===== src/rtl/csda_pkg.sv =====
// Shared types and constants of the cross-spectral density accumulator.
// No dependencies; used by csda_prod and cross_spectral_density_accumulator.
`default_nettype none

package csda_pkg;

  // Parameter defaults
  localparam int MAX_CHANNELS_DEF = 4;
  localparam int MAX_BINS_DEF     = 512;
  localparam int SAMPLE_BITS_DEF  = 16;

  // Accumulator width and product shift amount width (shift is 4..30)
  localparam int ACC_W   = 48;
  localparam int SHAMT_W = 5;

  // Commands
  localparam logic [1:0] CMD_ACC   = 2'd0;
  localparam logic [1:0] CMD_CLEAR = 2'd1;
  localparam logic [1:0] CMD_READ  = 2'd2;
  localparam logic [1:0] CMD_NONE  = 2'd3;

  // Spectrum selectors
  localparam logic [1:0] SPEC_EXC_EXC   = 2'd0;
  localparam logic [1:0] SPEC_RESP_RESP = 2'd1;
  localparam logic [1:0] SPEC_EXC_RESP  = 2'd2;
  localparam logic [1:0] SPEC_RESP_EXC  = 2'd3;

  // Result status
  localparam logic [1:0] STATUS_OK    = 2'd0;
  localparam logic [1:0] STATUS_RANGE = 2'd1;
  localparam logic [1:0] STATUS_SAT   = 2'd2;

  // Configuration register indexes
  localparam logic [1:0] CFG_BLOCK_LOG2 = 2'd0;
  localparam logic [1:0] CFG_NUM_EXC    = 2'd1;
  localparam logic [1:0] CFG_NUM_RESP   = 2'd2;

  // Configuration reset values
  localparam logic [3:0] BLOCK_LOG2_RST = 4'd10;
  localparam logic [2:0] NUM_EXC_RST    = 3'd1;
  localparam logic [2:0] NUM_RESP_RST   = 3'd1;

  typedef enum logic [2:0] {
    ST_CLR,
    ST_IDLE,
    ST_RD,
    ST_SUM,
    ST_ADD,
    ST_WB
  } state_t;

  typedef struct packed {
    logic               bin_zero;
    logic [SHAMT_W-1:0] shamt;
  } prod_ctrl_t;

endpackage

`default_nettype wire


===== src/rtl/csda_prod.sv =====
// Two-stage complex product a * conj(b), scaled by an arithmetic right shift.
// Uses csda_pkg for the control struct; bin 0 multiplies parts separately.
`default_nettype none

module csda_prod #(
  parameter int SAMPLE_BITS = csda_pkg::SAMPLE_BITS_DEF
) (
  input  wire                            clk,
  input  wire logic signed [SAMPLE_BITS-1:0] a_re,
  input  wire logic signed [SAMPLE_BITS-1:0] a_im,
  input  wire logic signed [SAMPLE_BITS-1:0] b_re,
  input  wire logic signed [SAMPLE_BITS-1:0] b_im,
  input  wire csda_pkg::prod_ctrl_t      ctrl,
  output logic signed [2*SAMPLE_BITS:0]  term_re,
  output logic signed [2*SAMPLE_BITS:0]  term_im
);

  localparam int PW = 2*SAMPLE_BITS;
  localparam int TW = PW + 1;

  logic signed [PW-1:0] pp_rr_r, pp_ii_r, pp_ir_r, pp_ri_r;
  csda_pkg::prod_ctrl_t ctrl_r;
  logic signed [TW-1:0] sum_re, sum_im;
  logic signed [TW-1:0] term_re_nxt, term_im_nxt;
  logic signed [TW-1:0] term_re_r, term_im_r;

  // Stage 1: four independent products
  always_ff @(posedge clk) begin
    pp_rr_r <= a_re * b_re;
    pp_ii_r <= a_im * b_im;
    pp_ir_r <= a_im * b_re;
    pp_ri_r <= a_re * b_im;
    ctrl_r  <= ctrl;
  end

  // Stage 2: combine, then scale (floor shift)
  always_comb begin
    if (ctrl_r.bin_zero) begin
      sum_re = TW'(pp_rr_r);
      sum_im = TW'(pp_ii_r);
    end else begin
      sum_re = TW'(pp_rr_r) + TW'(pp_ii_r);
      sum_im = TW'(pp_ir_r) - TW'(pp_ri_r);
    end
    term_re_nxt = sum_re >>> ctrl_r.shamt;
    term_im_nxt = sum_im >>> ctrl_r.shamt;
  end

  always_ff @(posedge clk) begin
    term_re_r <= term_re_nxt;
    term_im_r <= term_im_nxt;
  end

  assign term_re = term_re_r;
  assign term_im = term_im_r;

endmodule

`default_nettype wire


===== config.mk =====
export PLATFORM = sky130hd
export DESIGN_NAME = csda_prod
export DESIGN_NICKNAME = d
export VERILOG_FILES = /design/src/rtl/csda_pkg.sv /design/src/rtl/csda_prod.sv
export SDC_FILE = /design/constraint.sdc
export NUM_CORES = 2
export LEC_CHECK = 0
export ABC_AREA = 1
export BUFFER_PORTS_ARGS = -buffer_cell sky130_fd_sc_hd__buf_2
export CAP_MARGIN = 20
export CORE_MARGIN = 2
export CORE_UTILIZATION = 45
export CTS_BUF_LIST = sky130_fd_sc_hd__clkbuf_4 sky130_fd_sc_hd__clkbuf_8
export CTS_CLUSTER_SIZE = 14
export DETAILED_ROUTE_END_ITERATION = 10
export RECOVER_POWER = 50
export SYNTH_ARGS = -nofsm -noshare
export SYNTH_HDL_FRONTEND = slang
export SYNTH_SLANG_ARGS = --single-unit

===== constraint.sdc =====
create_clock -name clk -period 16 [get_ports clk]
set_input_delay 1.6 -clock clk [delete_from_list [all_inputs] [get_ports clk]]
set_output_delay 1.6 -clock clk [all_outputs]
set_load 0.02 [all_outputs]

# Yosys cells after proc, flatten, opt, wreduce, memory -nomap -nowiden
# Cells that the tools add are included.
totals:
  reg_bits: 200
  input_bits: 71
  out_inout_bits: 66
  word_cells: 18
op_classes:
  shift: 2
  mul: 4
  n_addsub: 2
  mux: 2
ops:
  columns: ["cell", "n"]
  rows:
  - ["$mul 16x16->32", 4]
  - ["$mux 33", 2]
  - ["$sshr 33x5->33", 2]
  - ["$add 32x32->33", 1]
  - ["$sub 32x32->33", 1]

# Logic depth before layout (Yosys ltp)
logic_depth:
  word_depth: 3
  depth_mapped: 28
  ltp_nobuf: 27

# Least setup slack after synthesis
# No wires, ideal clock.
synth_timing:
  path_kind: "input-to-reg"
  start: "input port b_im[15]"
  end: "register pp_ii_r[30]"
  cell_stages: 26
  setup_ns: 0.113
  required_ns: 15.887
  t_arrival_ns: 6.765
  n_path_buf: 2
  setup_slack_ns: 9.123
  cell_sequence: "clkbuf_1 clkinv_1 clkbuf_1 nor2_1 fa_1 fa_1 fa_1 fa_1 fa_1 inv_1 fa_1 inv_1 ha_1 nand2_1 inv_1 nand2_1 nor3_1 nand4_1 nand3_1 nand2_1 o211ai_2 a21boi_1 o21ai_1 nand2_1 nand4_1 nand2_1"
synth_via:
  elab_chain_len: 1
synth_lines:
  columns: ["item", "line_no", "text"]
  rows:
  - ["start, declared", "csda_prod.sv:12", "input wire logic signed [SAMPLE_BITS-1:0] b_im,"]
  - ["$mul 16x16->32", "csda_prod.sv:30", "pp_ii_r <= a_im * b_im;"]
  - ["end signal, assigned", "csda_prod.sv:30", null]
  - ["end, declared", "csda_prod.sv:21", "logic signed [PW-1:0] pp_rr_r, pp_ii_r, pp_ir_r, pp_ri_r;"]
# Every way passes these cells.

# Final worst setup path
layout_timing:
  start: "input port b_re[0]"
  end: "register pp_rr_r[31]"
layout_via:
  elab_chain_len: 1
layout_lines:
  columns: ["item", "line_no", "text"]
  rows:
  - ["start, declared", "csda_prod.sv:11", "input wire logic signed [SAMPLE_BITS-1:0] b_re,"]
  - ["$mul 16x16->32", "csda_prod.sv:29", "pp_rr_r <= a_re * b_re;"]
  - ["end signal, assigned", "csda_prod.sv:29", null]
  - ["end, declared", "csda_prod.sv:21", null]
# Every way passes these cells.

==> flow_metrics.py <==
metrics = {
    "global_routing": {
        "grt_antenna_before_repair": 4,
        "first_global_vias": 46230,
        "grt_max_degree": 67,
        "wire_length_of_the_first_global_routing_pass_mm": 258.2,
        "globalRouteOverflowTotal": 0,
        "groute.usage.overall_pct": 27.34,
    },
    "setup_path": {
        "critical-path-max-stage-delay_ns": 1.44,
        "cp-start-kind": "input pin",
        "crit_path_end_kind": "flip-flop",
        "worst-r2r-cell-count": 11,
        "worst_r2r_endpoint": "term_im[24]",
        "crit_slowest_cell": "clkbuf_1",
        "cp.arrival_ns": 7.91,
        "worst_r2r_startpoint": "ctrl_r[5]",
        "largest_driver_fanout_on_the_critical_path": 32,
        "worstPathCellList": "clkbuf_1, nand2_1, inv_1, ha_1, inv_1, fa_1, inv_1, fa_1, fa_1, ha_1, a21oi_1, o21ai_0, a21oi_1, nand3_1, a211oi_1, xnor2_1",
        "timing.reg2reg.setup_slack_ns": 9.19,
        "worst-setup-path-type": "input pin to flip-flop",
        "required_time_of_the_worst_setup_path_ns": 16.58,
    },
    "timing": {
        "minimum_clock_period_ns": 7.332,
        "worstMarginPinSlew_ns": 2.666,
        "finalCritPeriodShare_pct": 45.83,
        "fin_worst_skew_ns": 0.03111,
        "final_max_slew_violation_count": 172,
        "fmax_mhz": 136.4,
        "maxSlewHeadroom_pct": -77.74,
        "hold_viol": 0,
        "unrepaired_setup_endpoints_after_global_routing": "no",
        "report.final.setup_viol": 0,
        "timing.setup.tns_ns": 0,
    },
    "flow_run": {
        "drv_cap": 4,
    },
    "hold_path": {
        "min-delay-start": "ctrl_r[4]",
        "worst_hold_path_type": "flip-flop to flip-flop",
        "worstHoldEndpoint": "term_re[12]",
        "hold-path-cell-count": 3,
    },
    "placement": {
        "finalWeightedCongestion": 0.9561,
        "dp.final_hpwl_mm": 127.2,
        "io_buffer_count": 136,
    },
    "die": {
        "core_mm2": 0.1181,
        "fp.dieArea_mm2": 0.1220,
        "number_of_rows_in_the_core_area": 126,
        "start_util_pct": 45.43,
        "boundaryPins": 137,
        "die_x_um": 349.3,
        "die_h_um": 349.3,
    },
    "yosys": {
        "area_share_of_the_largest_cell_type_after_synthesis_pct": 39.19,
        "synth_seq_cells": 200,
        "yosys.area.top_type": "fa_1",
        "post_synth_inst_count": 7230,
        "synth_top_cells_by_area": "fa_1 39%, inv_1 14%, nand2_1 14%, ha_1 9.1%, dfxtp_1 7.5%",
        "synth_cell_types": 52,
        "ys.flop_type": "dfxtp_1",
        "yosys_warnings": 0,
        "syn_nets": 8743,
        "synth_sequential_area_ratio_pct": 7.464,
        "synth-edff-count": 0,
        "postSynth.asyncResetShare_pct": 0,
        "netlist_area_mm2": 0.05364,
        "post_synth.cell_area_avg_um2": 7.419,
    },
    "clocking": {
        "cts.sink_count": 200,
        "insertion_delay_ns": 0.64,
        "clk_pin_slew_worst_paths_ns": 0.14,
        "cts.htree.levels": 4,
        "cts_tree": "yes",
        "clockBufferDepth": 2,
        "ctsRootBufferMaster": "clkbuf_8",
        "number_of_buffers_added_by_the_clock_tree_synthesis_step": 17,
        "postCtsSetupRepairBufs": 0,
        "postCtsHoldBufs": 0,
        "number_of_gates_given_a_new_drive_strength_after_cts": 0,
    },
    "finish": {
        "area_delta_synth_final_pct": 4.019,
        "utilization_after_layout_pct": 47.25,
        "most-common-layout-cells": "1,998 x inv_1, 1,989 x nand2_1, 1,050 x fa_1, 456 x nand3_1, 392 x ha_1",
        "final_layout_size_suffix_gt1_share_pct": 3.836,
        "nets": 8669,
        "layout.cells.most_common": "inv_1",
        "number_of_fillers_in_the_final_layout": 12010,
    },
    "drt": {
        "initial_drc_count": 3263,
        "drc": 0,
        "detail_route.wirelength_mm": 158.6,
        "first_pass_iters": 8,
        "wl_per_cell_um": 18.21,
        "detail-route-antenna-nets": 0,
        "drt-vias-per-instance": 5.045,
        "dr_total_vias": 43930,
    },
    "run_status": {
        "outcome": "complete, but fails checks",
        "violations": "max-capacitance violations, max-slew violations",
    },
}
==> worst max path at each step <==
stage / startpoint / endpoint / depth (start not counted)
6_report: b_re[0] / pp_rr_r[31] / 16
5_1_grt: b_im[0] / pp_ri_r[30] / 21
4_1_cts: b_im[1] / pp_ri_r[30] / 21
3_5_place_dp: b_im[1] / pp_ri_r[30] / 21
3_3_place_gp: b_im[1] / pp_ri_r[30] / 21
2_1_floorplan: b_im[15] / pp_ii_r[30] / 26
==> sequential cells by signal (all words and copies together) (netlist names) <==
name,flops
term_re,33
pp_ri_r,32
pp_ir_r,32
ctrl_r,6
pp_rr_r,32
term_im,33
pp_ii_r,32
==> kinds of logic (layout without fill, tap and decap cells) <==
kind of cell	after synthesis	in the layout	synth area share (%)
AOI/OAI and AO/OA	351	351	3.860
buffers and inverters	2285	2224	16.12
xor gates and xnor gates	158	158	2.580
muxes	1	1	0.01866
adders and majority gates	1442	1442	48.33
and+or+nand+nor	2793	2793	21.62
other	0	2	0
DFF	200	200	7.464
==> synth_stat cells, types with 35 or more instances <==
master and count:
o21ai_0 69, inv_1 1999, clkbuf_1 211, xor2_1 97, ha_1 392, nand2_2 35, nand3_1 448, nor2_1 201
nand3_2 36, nand2_1 1987, xnor2_1 61, buf_2 39, fa_1 1050, dfxtp_1 200, a21oi_1 161
==> metal layers <==
| layer | track usage, % | share of wire [%] | vias up |
|---|---|---|---|
| met5 | 0 | 0.017 | - |
| li1 | - | - | 20730 |
| met2 | 44.62 | 46 | 1325 |
| met1 | 38.08 | 45 | 21700 |
| met4 | 8.937 | 3.6 | 4 |
| met3 | 2.757 | 6.1 | 172 |
==> area by class of cell <==
| class | instances | area, um^2 | share of cell area [%] |
|---|---|---|---|
| multi-input cells | 4745 | 40940 | 73.37 |
| clock inverters | 15 | 203.9 | 0.3655 |
| repair buffers | 180 | 930.9 | 1.668 |
| flip-flops and latches | 200 | 4010 | 7.187 |
| clock buffers | 17 | 234.0 | 0.4193 |
| well taps | 1536 | 1922 | 3.444 |
| diodes | 2 | 5.005 | 0.008970 |
| inverters | 2012 | 7552 | 13.54 |
==> critical path: cells and delay by family <==
kind	cells	cell delay, ns
fa+ha+maj	5	2.50
buf+inv	4	2.10
xor+xnor	1	0.14
compound gates	4	0.86
simple gates	2	0.63
==> per-stage QoR <==
step                      setup slack (ns)  std cells  hold WS [ns]  cell area, um^2
after floorplan                      9.123       7230        0.5893            53640
after global placement               8.164       8672        0.7506            55470
after detailed placement             8.018       8672        0.7483            55470
after CTS                            8.718       8704        0.7644            55910
after global routing                 8.169       8706        0.7857            55790
final                                8.668       8707        0.7701            55790
Power is left out: the tool's default activity adds up to more than one toggle a clock period on the data nets, which glitch-free logic cannot reach.
